## src/rtl/fvm_pkg.sv

```systemverilog
// Shared constants and types for the FOC voltage modulator.
`timescale 1ns / 1ps
`default_nettype none

package fvm_pkg;

    // Commanded voltage held doubled, as a signed Q.9 value.
    localparam int UQ_W  = 17;
    // Signed Q16 sine and cosine in [-65536, 65536].
    localparam int SIN_W = 18;
    // Doubled phase voltages in signed Q.41 volts.
    localparam int NUM_W = 52;

    localparam logic [16:0] COEF_A    = 17'd102944;
    localparam logic [15:0] COEF_B    = 16'd42048;
    localparam logic [12:0] COEF_C    = 13'd4640;
    localparam logic [16:0] ONE_Q16   = 17'd65536;
    localparam logic [16:0] SQRT3_Q16 = 17'd113512;
    localparam logic [15:0] BUS_RESET = 16'd3072;

    // Polynomial argument for one quarter turn, and the sign of the quadrant.
    typedef struct packed {
        logic        neg;
        logic [16:0] x;
    } sine_in_t;

endpackage

`default_nettype wire

```

## src/rtl/fvm_sine.sv

```systemverilog
// Four-stage pipelined polynomial sine evaluator for one quarter turn.
`timescale 1ns / 1ps
`default_nettype none

module fvm_sine
    import fvm_pkg::*;
(
    input  wire logic                    clk,
    input  wire sine_in_t                arg,
    output logic signed [SIN_W-1:0]      sine
);

    logic [16:0]             x1_reg;
    logic                    neg1_reg;
    logic [16:0]             x2_1_reg;
    logic [16:0]             x2_next;

    logic [16:0]             x2_reg;
    logic                    neg2_reg;
    logic [16:0]             x2_2_reg;
    logic [15:0]             t2_reg;
    logic [15:0]             t2_next;

    logic [16:0]             x3_reg;
    logic                    neg3_reg;
    logic [16:0]             t4_reg;
    logic [16:0]             t4_next;

    logic signed [SIN_W-1:0] sine_reg;
    logic signed [SIN_W-1:0] sine_next;

    logic [33:0]             sq_prod;
    logic [29:0]             c_prod;
    logic [32:0]             b_prod;
    logic [33:0]             a_prod;
    logic [17:0]             s_raw;
    logic [16:0]             s_cap;

    // Stage one squares the argument.
    always_comb
    begin
        sq_prod = 34'(arg.x) * 34'(arg.x);
        x2_next = sq_prod[32:16];
    end

    // Stage two and three evaluate the inner Horner terms.
    always_comb
    begin
        c_prod  = 30'(x2_1_reg) * 30'(COEF_C);
        t2_next = COEF_B - 16'(c_prod[29:16]);
        b_prod  = 33'(t2_reg) * 33'(x2_2_reg);
        t4_next = COEF_A - b_prod[32:16];
    end

    // Stage four multiplies by the argument, caps at one and applies the quadrant sign.
    always_comb
    begin
        a_prod    = 34'(t4_reg) * 34'(x3_reg);
        s_raw     = a_prod[33:16];
        s_cap     = (s_raw > 18'(ONE_Q16)) ? ONE_Q16 : s_raw[16:0];
        sine_next = neg3_reg ? -$signed({1'b0, s_cap}) : $signed({1'b0, s_cap});
    end

    always_ff @(posedge clk)
    begin
        x1_reg   <= arg.x;
        neg1_reg <= arg.neg;
        x2_1_reg <= x2_next;

        x2_reg   <= x1_reg;
        neg2_reg <= neg1_reg;
        x2_2_reg <= x2_1_reg;
        t2_reg   <= t2_next;

        x3_reg   <= x2_reg;
        neg3_reg <= neg2_reg;
        t4_reg   <= t4_next;

        sine_reg <= sine_next;
    end

    assign sine = sine_reg;

endmodule

`default_nettype wire

```

## config.mk

```make
export PLATFORM = sky130hd
export DESIGN_NAME = fvm_sine
export DESIGN_NICKNAME = d
export VERILOG_FILES = /design/src/rtl/fvm_pkg.sv /design/src/rtl/fvm_sine.sv
export SDC_FILE = /design/constraint.sdc
export NUM_CORES = 2
export LEC_CHECK = 0
export BUFFER_PORTS_ARGS = -buffer_cell sky130_fd_sc_hd__buf_2
export CAP_MARGIN = 20
export CORE_UTILIZATION = 60
export CTS_CLUSTER_DIAMETER = 40
export DETAILED_ROUTE_END_ITERATION = 10
export PLACE_DENSITY_LB_ADDON = 0.05
export REMOVE_ABC_BUFFERS = 1
export SETUP_SLACK_MARGIN = 0.05
export SLEW_MARGIN = 0
export SYNTH_ARGS = -nofsm -noshare
export SYNTH_HDL_FRONTEND = slang
export SYNTH_SLANG_ARGS = --single-unit
```

## constraint.sdc

```tcl
create_clock -name clk -period 22.4 [get_ports clk]
set_input_delay 3.36 -clock clk [delete_from_list [all_inputs] [get_ports clk]]
set_output_delay 3.36 -clock clk [all_outputs]
set_load 0.02 [all_outputs]
```

## Word level (Yosys, flattened, before mapping)

Cells that the tools add are included.

| word-level totals | value |
|---|---|
| register bits after elaboration | 139 |
| latch bits | 0 |
| memory bits (writable) | 0 |
| ROM bits | 0 |
| bits of input ports | 19 |
| output and inout bits | 18 |
| word-level logic and storage cells | 22 |
| memories kept | 0 |

| operators by class | value |
|---|---|
| add/subtract/negate cells | 3 |
| $mul | 4 |
| divide/modulo/power cells | 0 |
| order comparisons | 1 |
| equal/unequal tests | 0 |
| shift operators | 0 |
| muxes and demuxes | 2 |
| bitwise gates (word level) | 0 |
| reduce and logical (&&, ||, !) cells | 0 |

Operator list:

| cell | count |
|---|---|
| $mul A17 B17 Y34 | 1 |
| $mux W17 | 2 |
| $mul A16 B17 Y33 | 1 |
| $mul A17 B17 Y33 | 1 |
| $mul A17 B8 Y25 const B | 1 |
| $gt A18 B17 Y1 const B | 1 |
| $neg A17 Y18 | 1 |
| $sub A17 B17 Y17 const A | 1 |
| $sub A16 B14 Y16 const A | 1 |

## Depth between registers and ports, before layout

| depth | value |
|---|---|
| word-level depth | 5 |
| depth in mapped cells | 32 |

## Worst setup path before layout

OpenSTA, ideal clock, no wires.

| path | value |
|---|---|
| kind | input -> register |
| start point | input arg[4] in the netlist's numbering |
| end point | register x2_1_reg[14] |
| setup time | 114 ps |
| arrival time | 9208 ps |
| data required time | 22286 ps |
| slack | 13079 ps |
| cell stages on the path | 25 |
| cells stage by stage | clkbuf_1 > nand2_1 > fa_1 > inv_1 > fa_1 > inv_1 > fa_1 > inv_1 > fa_1 > inv_1 > fa_1 > inv_1 > fa_1 > ha_1 > a21o_1 > a21o_1 > a31o_2 > or3_1 > a31oi_1 > o21a_1 > o21ai_0 > or2_2 > a21oi_1 > o21a_1 > nor2_1 |

| on the way | value |
|---|---|
| word-level cells in the longest chain between the ends | 1 |

Ends and longest elaborated chain:

| element | line | source |
|---|---|---|
| from (decl) | fvm_sine.sv:9 | `input wire sine_in_t arg,` |
| $mul A17 B17 Y33 | fvm_sine.sv:42 | `sq_prod = 34'(arg.x) * 34'(arg.x);` |
| via sq_prod[30] | fvm_sine.sv:32 | `logic [33:0] sq_prod;` |
| to (signal assigned) | fvm_sine.sv:68 | `x2_1_reg <= x2_next;` |
| to (decl) | fvm_sine.sv:15 | `logic [16:0] x2_1_reg;` |

The timed path passes the listed nets, and every way through them passes these cells.
A chain may end at the register's enable or synchronous reset.

## Final worst setup path

| path | value |
|---|---|
| start point | input arg[5] in the netlist's numbering |
| end point | register x2_1_reg[16] |

The elaborated chain is that of the path after synthesis.

==> impl_metrics.tcl <==
set metrics [dict create \
    synth_top_family_by_area "adder cells" \
    min_path_cells 0 \
    antenna_found_initial 0 \
    die_h_um 231 \
    gp_congestion 0.866 \
    row_count 83 \
    htree_levels 4 \
    drv_cap 0 \
    finalCritPeriodShare_pct 43.3 \
    synth_top_area_share_pct 40.0 \
    ff2ff_path_depth 24 \
    critPathArrivalTime_ns 10.03 \
    ctsHoldBuffers 0 \
    tritoncts.num_buffers 17 \
    cp_cell_sequence "buf_2 > inv_1 > nor2_1 > fa_1 > inv_1 > fa_1 > fa_1 > inv_1 > fa_1 > inv_1 > fa_1 > inv_1 > fa_1 > ha_1 > o211ai_1 > nor4_1 > o2111a_1 > a31oi_1 > o21a_1 > o21ai_0 > a41o_1 > o21ai_0 > a21oi_1 > a31oi_1" \
    mostFrequentLayoutCell "inv_1" \
    drive_above_1_share_pct 3.86 \
    root_buffer "clkbuf_16" \
    worstMarginPinSlew_ns 0.993 \
    end_kind "register" \
    ys_ff_latch 139 \
    mostFrequentLayoutCells "inv_1, fa_1, nand2_1" \
    cts.sinks 139 \
    fin_crit_ns 9.71 \
    yosysTopAreaCell "fa_1" \
    critical-path-top-delay-family "adder cells" \
    dp_hpwl_um 58200 \
    critPathLaunchType "primary input" \
    finalHoldViolCount 0 \
    wl_met1_um 31400 \
    synth_edf_count 0 \
    syn_inst 3465 \
    synth.area.top_cells "fa_1, ha_1, inv_1" \
    maxSlewHeadroom_pct 32.1 \
    rsz0062_at_grt "no" \
    fmax_mhz 103 \
    overflow 0 \
    dieArea_mm2 0.0532 \
    setup_viol 0 \
    slowest_stage "nor4_1" \
    grt_pass1_wl_um 123000 \
    max_stage_delay_ns 0.53 \
    start_util_pct 61.0 \
    synth_compound_area_share_pct 6.48 \
    met3WireLength_um 4050 \
    worstHoldPathType "register to register" \
    critPathLaunch "arg[5]" \
    cts_tree "built" \
    clk_latency_ns 0.46 \
    netlist_area_mm2 0.0314 \
    fin_nets 4425 \
    firstDrtPassIters 7 \
    r2r-end "sine[12]" \
    cp_num_buf_inv 6 \
    reg2reg_slack_ns 13.85 \
    synth.area.mux_share_pct 0.391 \
    vias_per_cell 5.47 \
    outcome "completed" \
    synth_fa_ha_area_share_pct 54.8 \
    post_cts.repair.setup_buffers 0 \
    finalWirelength_um 71900 \
    yosys.area_share.simple_pct 15.6 \
    multi_input_area_mm2 0.0251 \
    grt.total_usage_pct 29.3 \
    antenna_cells 0 \
    report.final.slew_viol_count 0 \
    synth_cell_types 91 \
    holdPathEnd "x3_reg[11]" \
    post_cts_resized 0 \
    synth-seq-area-share_pct 8.86 \
    ioPinCount 37 \
    num-fill-cells 4449 \
    dr_wl_met2_um 35000 \
    hp-start "x2_reg[11]" \
    crit_fanout 15 \
    port_buffers 36 \
    path_class "primary input to register" \
    highest_layer "met4" \
    clk_pin_slew_ns 0.06 \
    synthFlopType "dfxtp_1" \
    grt_pass1_vias 24900 \
    area.growth.synth_to_final_pct 3.97 \
    r2r-start "x3_reg[3]" \
    die_w_um 231 \
    fin_setup_tns_ns 0 \
    avgRoutedWirePerCell_um 17.5 \
    drc 0 \
    cp.required_ns 22.73 \
    design.core.area_mm2 0.0515 \
    cts_max_path_buffers 2 \
    worst_path_most_repeated_cell "fa_1" \
    dr_total_vias 22400 \
    synth_async_sr_flop_share_pct 0 \
    avgSynthCellArea_um2 9.06 \
    skew_ns 0.0171 \
    largest_reg_flops 18 \
    yosysWarnings 0 \
    grt_max_degree 22 \
    antenna_left 0 \
    drt_iter0_markers 1124 \
    synthXorXnorAreaFrac_pct 2.61 \
    regArea_mm2 0.00278 \
]
-- routing by layer --
layer  up-vias  GRT usage (%)
met3       104           3.92
met4         0           7.82
met1     11300           39.3
li1      10400              -
met5         -              0
met2       611           50.1
-- final cells by class --
cell class | instances | area share [%]
Sequential cell | 139 | 8.52
Clock buffer | 19 | 1.33
Timing Repair Buffer | 44 | 0.728
Inverter | 816 | 9.38
Clock inverter | 12 | 0.579
Multi-Input combinational cell | 2389 | 76.9
Tap cell | 680 | 2.61
-- Yosys cell counts (14+ instances only) --
cell	count
clkbuf_1	112
a21oi_1	61
fa_1	628
nor3_1	26
dfxtp_1	139
xnor2_1	55
nor2_1	80
o21a_1	22
a21o_1	26
inv_1	816
nand2b_1	14
and3_1	14
xor2_1	33
or3_1	16
o21ai_0	44
ha_1	371
and2_1	276
nand2_1	472
nand3_1	30
-- metrics by stage --
step	instances	hold WS, ns	setup slack (ns)	util [%]	cell area, um^2
floorplan	3344	0.310	13.37	-	30900
global placement	4067	0.311	12.30	62.2	32000
detailed placement	4067	0.312	12.18	62.2	32000
global route	4099	0.332	12.39	63.4	32600
finish	4099	0.324	12.69	63.4	32600
CTS	4098	0.326	12.65	63.4	32600
-- worst max-delay path by stage --
| stage | slack, ns | depth (start not counted) | endpoint |
|---|---|---|---|
| CTS | 12.65 | 24 | x2_1_reg[16] |
| global route | 12.39 | 24 | x2_1_reg[16] |
| floorplan | 13.37 | 23 | x2_1_reg[14] |
| detailed placement | 12.18 | 24 | x2_1_reg[16] |
| global placement | 12.30 | 24 | x2_1_reg[16] |
| finish | 12.69 | 24 | x2_1_reg[16] |
-- kinds of logic (layout without fill, tap and decap cells) --
family	after synthesis	count (layout)
AOI/OAI and AO/OA	285	285
xor gates and xnor gates	91	91
adders and majority gates	999	999
buffers and inverters	937	891
DFF	139	139
muxes	12	12
and+or+nand+nor	1002	1002
-- worst reg2reg max path, stage by stage, from the launching register on --
cell and delay, ns:
dfxtp_1 0.93, nand2_1 0.18, fa_1 0.53, fa_1 0.54
inv_1 0.05, fa_1 0.49, fa_1 0.54, fa_1 0.49
inv_1 0.05, fa_1 0.47, inv_1 0.04, ha_1 0.50
and4_1 0.29, nand3_1 0.17, a2111oi_0 0.82, nor3_1 0.18
o31ai_1 0.12, and3b_1 0.27, nand3_1 0.18, o21ai_2 0.48
nand3_1 0.18, ha_1 0.33, nor2_1 0.35, o21ai_0 0.16
o21ai_1 0.13
Power is left out: the tool's default activity adds up to more than one toggle a clock period on the data nets, which glitch-free logic cannot reach.
