## config.mk

```make
export PLATFORM = sky130hd
export DESIGN_NAME = fvm_duty
export DESIGN_NICKNAME = d
export VERILOG_FILES = /design/src/rtl/fvm_pkg.sv /design/src/rtl/fvm_duty.sv
export SDC_FILE = /design/constraint.sdc
export NUM_CORES = 1
export LEC_CHECK = 0
export ABC_AREA = 1
export ABC_CLOCK_PERIOD_IN_PS = 3100
export BUFFER_PORTS_ARGS = -buffer_cell sky130_fd_sc_hd__buf_2
export CORE_MARGIN = 2
export CORE_UTILIZATION = 42
export DETAILED_ROUTE_END_ITERATION = 10
export PLACE_DENSITY = 0.6
export SLEW_MARGIN = 20
export SYNTH_ARGS = -nofsm -noshare
export SYNTH_HDL_FRONTEND = slang
export SYNTH_SLANG_ARGS = --single-unit
export TNS_END_PERCENT = 20
```

## constraint.sdc

```tcl
create_clock -name clk -period 3.1 [get_ports clk]
set_input_delay 0.155 -clock clk [delete_from_list [all_inputs] [get_ports clk]]
set_output_delay 0.155 -clock clk [all_outputs]
set_load 0.03 [all_outputs]
```

## src/rtl/fvm_pkg.sv

```systemverilog
// Shared constants and types for the FOC voltage modulator.
`timescale 1ns / 1ps
`default_nettype none

package fvm_pkg;

    // Commanded voltage held doubled, as a signed Q.9 value.
    localparam int UQ_W  = 17;
    // Signed Q16 sine and cosine in [-65536, 65536].
    localparam int SIN_W = 18;
    // Doubled phase voltages in signed Q.41 volts.
    localparam int NUM_W = 52;

    localparam logic [16:0] COEF_A    = 17'd102944;
    localparam logic [15:0] COEF_B    = 16'd42048;
    localparam logic [12:0] COEF_C    = 13'd4640;
    localparam logic [16:0] ONE_Q16   = 17'd65536;
    localparam logic [16:0] SQRT3_Q16 = 17'd113512;
    localparam logic [15:0] BUS_RESET = 16'd3072;

    // Polynomial argument for one quarter turn, and the sign of the quadrant.
    typedef struct packed {
        logic        neg;
        logic [16:0] x;
    } sine_in_t;

endpackage

`default_nettype wire

```

## src/rtl/fvm_duty.sv

```systemverilog
// Pipelined duty scaler: saturation, scaling and a one-bit-per-stage divider.
`timescale 1ns / 1ps
`default_nettype none

module fvm_duty
    import fvm_pkg::*;
#(
    parameter int DUTY_BITS = 8
)
(
    input  wire logic                     clk,
    input  wire logic signed [NUM_W-1:0]  num,
    input  wire logic [15:0]              bus,
    output logic [DUTY_BITS-1:0]          duty
);

    localparam int Q_W    = NUM_W - 16;
    localparam int MW     = 16 + DUTY_BITS;
    localparam int SCL_W  = Q_W + DUTY_BITS;

    logic [Q_W-1:0]          q;
    logic [SCL_W-1:0]        scaled;
    logic                    zero_next;
    logic                    sat_next;

    logic [MW-1:0]           rem_reg  [0:DUTY_BITS];
    logic [DUTY_BITS-1:0]    quot_reg [0:DUTY_BITS];
    logic                    zero_reg [0:DUTY_BITS];
    logic                    sat_reg  [0:DUTY_BITS];

    logic [MW-1:0]           rem_next  [0:DUTY_BITS-1];
    logic [DUTY_BITS-1:0]    quot_next [0:DUTY_BITS-1];

    // The divisor bus << 18 is folded into the dividend, leaving a division by bus alone.
    always_comb
    begin
        q         = num[NUM_W-1:16];
        zero_next = num[NUM_W-1] || (num == '0);
        sat_next  = (q >= {2'b00, bus, 18'd0});
        scaled    = {q, DUTY_BITS'(0)} - SCL_W'(q);
    end

    always_comb
    begin
        logic [MW-1:0] trial;
        logic          ge;
        for (int j = 0; j < DUTY_BITS; j++)
        begin
            trial        = MW'(bus) << (DUTY_BITS - 1 - j);
            ge           = (rem_reg[j] >= trial);
            rem_next[j]  = ge ? rem_reg[j] - trial : rem_reg[j];
            quot_next[j] = {quot_reg[j][DUTY_BITS-2:0], ge};
        end
    end

    always_ff @(posedge clk)
    begin
        rem_reg[0]  <= scaled[18 +: MW];
        quot_reg[0] <= '0;
        zero_reg[0] <= zero_next;
        sat_reg[0]  <= sat_next;
        for (int j = 0; j < DUTY_BITS; j++)
        begin
            rem_reg[j+1]  <= rem_next[j];
            quot_reg[j+1] <= quot_next[j];
            zero_reg[j+1] <= zero_reg[j];
            sat_reg[j+1]  <= sat_reg[j];
        end
    end

    assign duty = zero_reg[DUTY_BITS] ? '0 :
                  sat_reg[DUTY_BITS]  ? '1 : quot_reg[DUTY_BITS];

endmodule

`default_nettype wire

```

* Word-level counts from Yosys, hierarchy flattened
Memory sizes are Yosys's and may differ from the RTL's. Cells that the tools add are included.
Storage, ports and cells: RAM bits 306, logic and storage cells 34, flip-flop bits (word level) 0, output and inout port bits 8, memories 4
Memory list:
- rem_reg | words 9, bits a word 24, rd ports 8, clocked after Yosys merged registers in 0, wr ports 9, line fvm_duty.sv:26 | logic [MW-1:0] rem_reg [0:DUTY_BITS];
- quot_reg | words 9, bits a word 8, rd ports 9, clocked after Yosys merged registers in 0, wr ports 9, line fvm_duty.sv:27 | logic [DUTY_BITS-1:0] quot_reg [0:DUTY_BITS];
- sat_reg | words 9, bits a word 1, rd ports 9, clocked after Yosys merged registers in 0, wr ports 9, line fvm_duty.sv:29 | logic sat_reg [0:DUTY_BITS];
- zero_reg | words 9, bits a word 1, rd ports 9, clocked after Yosys merged registers in 0, wr ports 9, line fvm_duty.sv:28 | logic zero_reg [0:DUTY_BITS];
Operators by class: order comparisons 9, add/sub/neg operators 9, reduce and logical (&&, ||, !) cells 2, muxes and demuxes 10
Operators with widths (count):
- 24-bit 2-to-1 mux | 8
- 52-bit zero test | 1
- 42-bit by 36-bit subtractor with 42-bit output | 1
- 36-bit by 34-bit >= comparator with 1-bit output | 1
- 24-bit by 16-bit >= comparator with 1-bit output | 1
- 24-bit by 17-bit >= comparator with 1-bit output | 1
- 24-bit by 18-bit >= comparator with 1-bit output | 1
- 24-bit by 19-bit >= comparator with 1-bit output | 1
- 24-bit by 20-bit >= comparator with 1-bit output | 1
- 24-bit by 21-bit >= comparator with 1-bit output | 1
- 24-bit by 22-bit >= comparator with 1-bit output | 1
- 24-bit by 23-bit >= comparator with 1-bit output | 1
- 24-bit by 16-bit subtractor with 24-bit output | 1
- 24-bit by 17-bit subtractor with 24-bit output | 1
- 24-bit by 18-bit subtractor with 24-bit output | 1
- 24-bit by 19-bit subtractor with 24-bit output | 1
- 24-bit by 20-bit subtractor with 24-bit output | 1
- 24-bit by 21-bit subtractor with 24-bit output | 1
- 24-bit by 22-bit subtractor with 24-bit output | 1
- 24-bit by 23-bit subtractor with 24-bit output | 1
- 8-bit 2-to-1 mux | 2
- 1-bit logical OR | 1

* Depth between registers and ports, before layout
word-level depth 2, gate-level depth with buffers 15

* Least setup slack after synthesis
No wires, ideal clock.
path type reg-to-reg, from mem rem_reg[0][76] in the netlist's numbering, to mem rem_reg[0][109] in the netlist's numbering, setup time 0.112 ns, stages on the path, launching flop included 16, clock period less this slack 1.893 ns, setup slack 1.207 ns, arrival time 1.781 ns, cells stage by stage dfxtp_1 > inv_1 > ha_1 > fa_1 > inv_1 > nand2_1 > nand3_2 > nand2_1 > nand2_2 > nand2_1 > nand2_1 > nor2_2 > buf_6 > buf_12 > nand2_1 > nand2_1
RTL lines (line):
- start: declaration | fvm_duty.sv:26

==> results.sh <==
export IMPL_nets=3355
export IMPL_drive_above_1_share_pct=7.47
export IMPL_dieArea_um2=45600
export IMPL_pwr_density_cell_nw_per_um2=946
export IMPL_report_final_hold_viol_count=0
export IMPL_wire_per_inst_um=15.7
export IMPL_cts_setup_buffers=0
export IMPL_row_count=76
export IMPL_dr_total_vias=18500
export IMPL_crit_path_end_kind="register"
export IMPL_rsz0062_at_grt="false"
export IMPL_cts_tree="built"
export IMPL_setup_viol=0
export IMPL_worst_slew_pin_slew_ns=0.788
export IMPL_dr_pass1_iters=5
export IMPL_synth_enable_flop_cells=0
export IMPL_syn_nets=3234
export IMPL_power_total_mw=19.6
export IMPL_clk_pin_slew_ns=0.07
export IMPL_crit_required_ns=3.64
export IMPL_worstSkewPairLatency_ns=0.59
export IMPL_ys_seq_area_share_pct=26.7
export IMPL_grt_total_usage_pct=25.7
export IMPL_core_area_um2=43200
export IMPL_cp_start_kind="register"
export IMPL_syn_area_um2=18400
export IMPL_post_synth_top_area_cell="dfxtp_1"
export IMPL_fin_util_pct=47.9
export IMPL_via_per_inst=4.98
export IMPL_grt_overflow=0
export IMPL_cp_max_fo=19
export IMPL_grt_pass1_vias=17600
export IMPL_synth_area_top_cells="dfxtp_1 27%, nand2_1 24%, ha_1 12%, inv_1 9.3%, nor2_1 5.7%"
export IMPL_skew_ns=0.0264
export IMPL_die_y_um=214
export IMPL_cts_max_level=1
export IMPL_cp_arrival_ns=2.82
export IMPL_cp_cell_sequence="inv_1 > ha_1 > inv_1 > fa_1 > nand2_1 > nand2_1 > nand3_1 > nand2_1 > nand3_1 > nand4_2 > inv_2 > nand2_1 > nand2_1"
export IMPL_final_seq_area_um2=4920
export IMPL_cts_made_buffers=30
export IMPL_port_buffers=76
export IMPL_start_util_pct=42.7
export IMPL_fillers=4692
export IMPL_min_path_type="in2reg"
export IMPL_fin_crit_ns=2.28
export IMPL_dp_hpwl_um=47400
export IMPL_fin_crit_sh_pct=73.5
export IMPL_instances_no_fill=3716
export IMPL_clockRootBuffer="clkbuf_16"
export IMPL_num_antenna_cells=0
export IMPL_synthTopCellsByCount="1,155 x nand2_1, 459 x inv_1, 279 x nor2_1, 246 x dfxtp_1, 177 x nand3_1"
export IMPL_synthFlopType="dfxtp_1"
export IMPL_slowest_delay_ns=0.39
export IMPL_synth_seq_cells=246
export IMPL_die_width_um=214
export IMPL_post_place_ws_ns=0.464
export IMPL_tns_ns=0
export IMPL_syn_area_per_cell_um2=6.18
export IMPL_multiInputGateArea_um2=11600
export IMPL_drv_slew=0
export IMPL_cp_slowest_cell="fa_1"
export IMPL_ir_drop_uv=486
export IMPL_async_flop_share_pct=0
export IMPL_grt_pass1_wl_um=91100
export IMPL_cts_resized=0
export IMPL_syn_inst=2986
export IMPL_drc=0
export IMPL_setup_ws_ns=0.821
export IMPL_max_clock_freq_mhz=439
export IMPL_synth_top_cell_area_share_pct=26.7
export IMPL_fin_area_um2=20700
export IMPL_leakagePower_nw=11.3
export IMPL_clock_sinks=246
export IMPL_largest_register_ffs=192
export IMPL_layout_area_overhead_vs_synth_pct=12.2
export IMPL_grt_antenna_before_repair=2
export IMPL_drtIter0Drc=1391
export IMPL_critPathKind="reg2reg"
export IMPL_grt_start_max_net_pins=22
export IMPL_ioPinCount=77
export IMPL_ctsHoldBuffers=7
export IMPL_relSlewSlack_pct=47.4
export IMPL_ant_nets=0
export IMPL_clk_path_buf_depth=3
export IMPL_status="finished clean"
export IMPL_routabilityCongestion=0.939
export IMPL_max_cap_violations=0
export IMPL_yosysWarnings=0
export IMPL_path_common_cell="nand2_1"
export IMPL_placed_area_um2=19600
export IMPL_drt_wl_total_um=58300
export IMPL_yosysMostFrequentCell="nand2_1"
export IMPL_ys_types=44
export IMPL_dp_cells=3653
export IMPL_finalHoldWorstSlack_ns=0.0455
logic make-up after synthesis:
group                      Yosys count  synth area share (%)
and+or+nand+nor                   1770                  39.9
buffers and inverters              489                  10.6
DFF                                246                  26.7
AOI/OAI and AO/OA                  236                  7.18
adders and majority gates          179                  12.4
xor gates and xnor gates            66                  3.13
final cells by class:
type                       instances  area share [%]
inverter                         467            8.47
multi-input combinational       2251            55.9
tap                              585            3.54
timing repair buffer             111            3.31
clock buffer                      36            3.88
clock inverter                    20            1.14
sequential                       246            23.8
worst max-delay path, delay by kind of cell (launching register included):
family / cells / cell delay, ns
adder cells (fa/ha/maj): 2 / 0.52
buffers and inverters: 3 / 0.50
AND/OR/NAND/NOR: 8 / 0.90
flip-flops: 1 / 0.29
per-layer routing:
metal | up-vias | wire, µm | GRT usage [%] | share of wire, %
li1 | 9598 | - | - | -
met1 | 8345 | 25700 | 31.2 | 44
met2 | 428 | 27800 | 46.5 | 48
met3 | 118 | 2560 | 3.15 | 4.4
met4 | 0 | 2250 | 8.96 | 3.9
met5 | - | 0 | 0 | 0
worst paths after layout:
| path | from | end | slack (ns) | cells past startpoint |
|---|---|---|---|---|
| hold / removal | num[14] | zero_reg[0][0] | 0.05 | 6 |
| hold reg to reg | quot_reg[0][35] | quot_reg[0][44] | 0.30 | 0 |
| setup reg to reg | rem_reg[0][122] | rem_reg[0][148] | 0.82 | 13 |
| setup / recovery | rem_reg[0][122] | rem_reg[0][148] | 0.82 | 13 |
report_power, final:
part | internal, mW | total [mW] | switching [mW]
sequential | 4.47 | 5.38 | 0.909
clock | 2.13 | 3.67 | 1.54
combinational | 3.75 | 10.5 | 6.76
total | 10.4 | 19.6 | 9.21
cells in the final DEF, fill, tap and decap left out, drive strengths merged:
cell,Yosys,layout
o21ai,72,72
clkbuf,3,36
fa,7,7
a21oi,147,147
nor3b,1,1
nor3,35,35
clkinvlp,0,4
o221ai,1,1
a21boi,1,1
xnor2,22,22
bufinv,0,3
xor2,44,44
dlygate4sd3,0,7
nand4,48,48
nor4,14,14
a21o,2,2
o2111ai,1,1
nand3,186,186
o21bai,8,8
nand3b,16,16
dfxtp,246,246
buf,19,104
nor2,295,295
ha,172,172
o21a,4,4
nand2,1167,1167
and2,5,5
or2,3,3
clkinv,0,9
inv,467,471
Power figures use the tool's default switching activity.
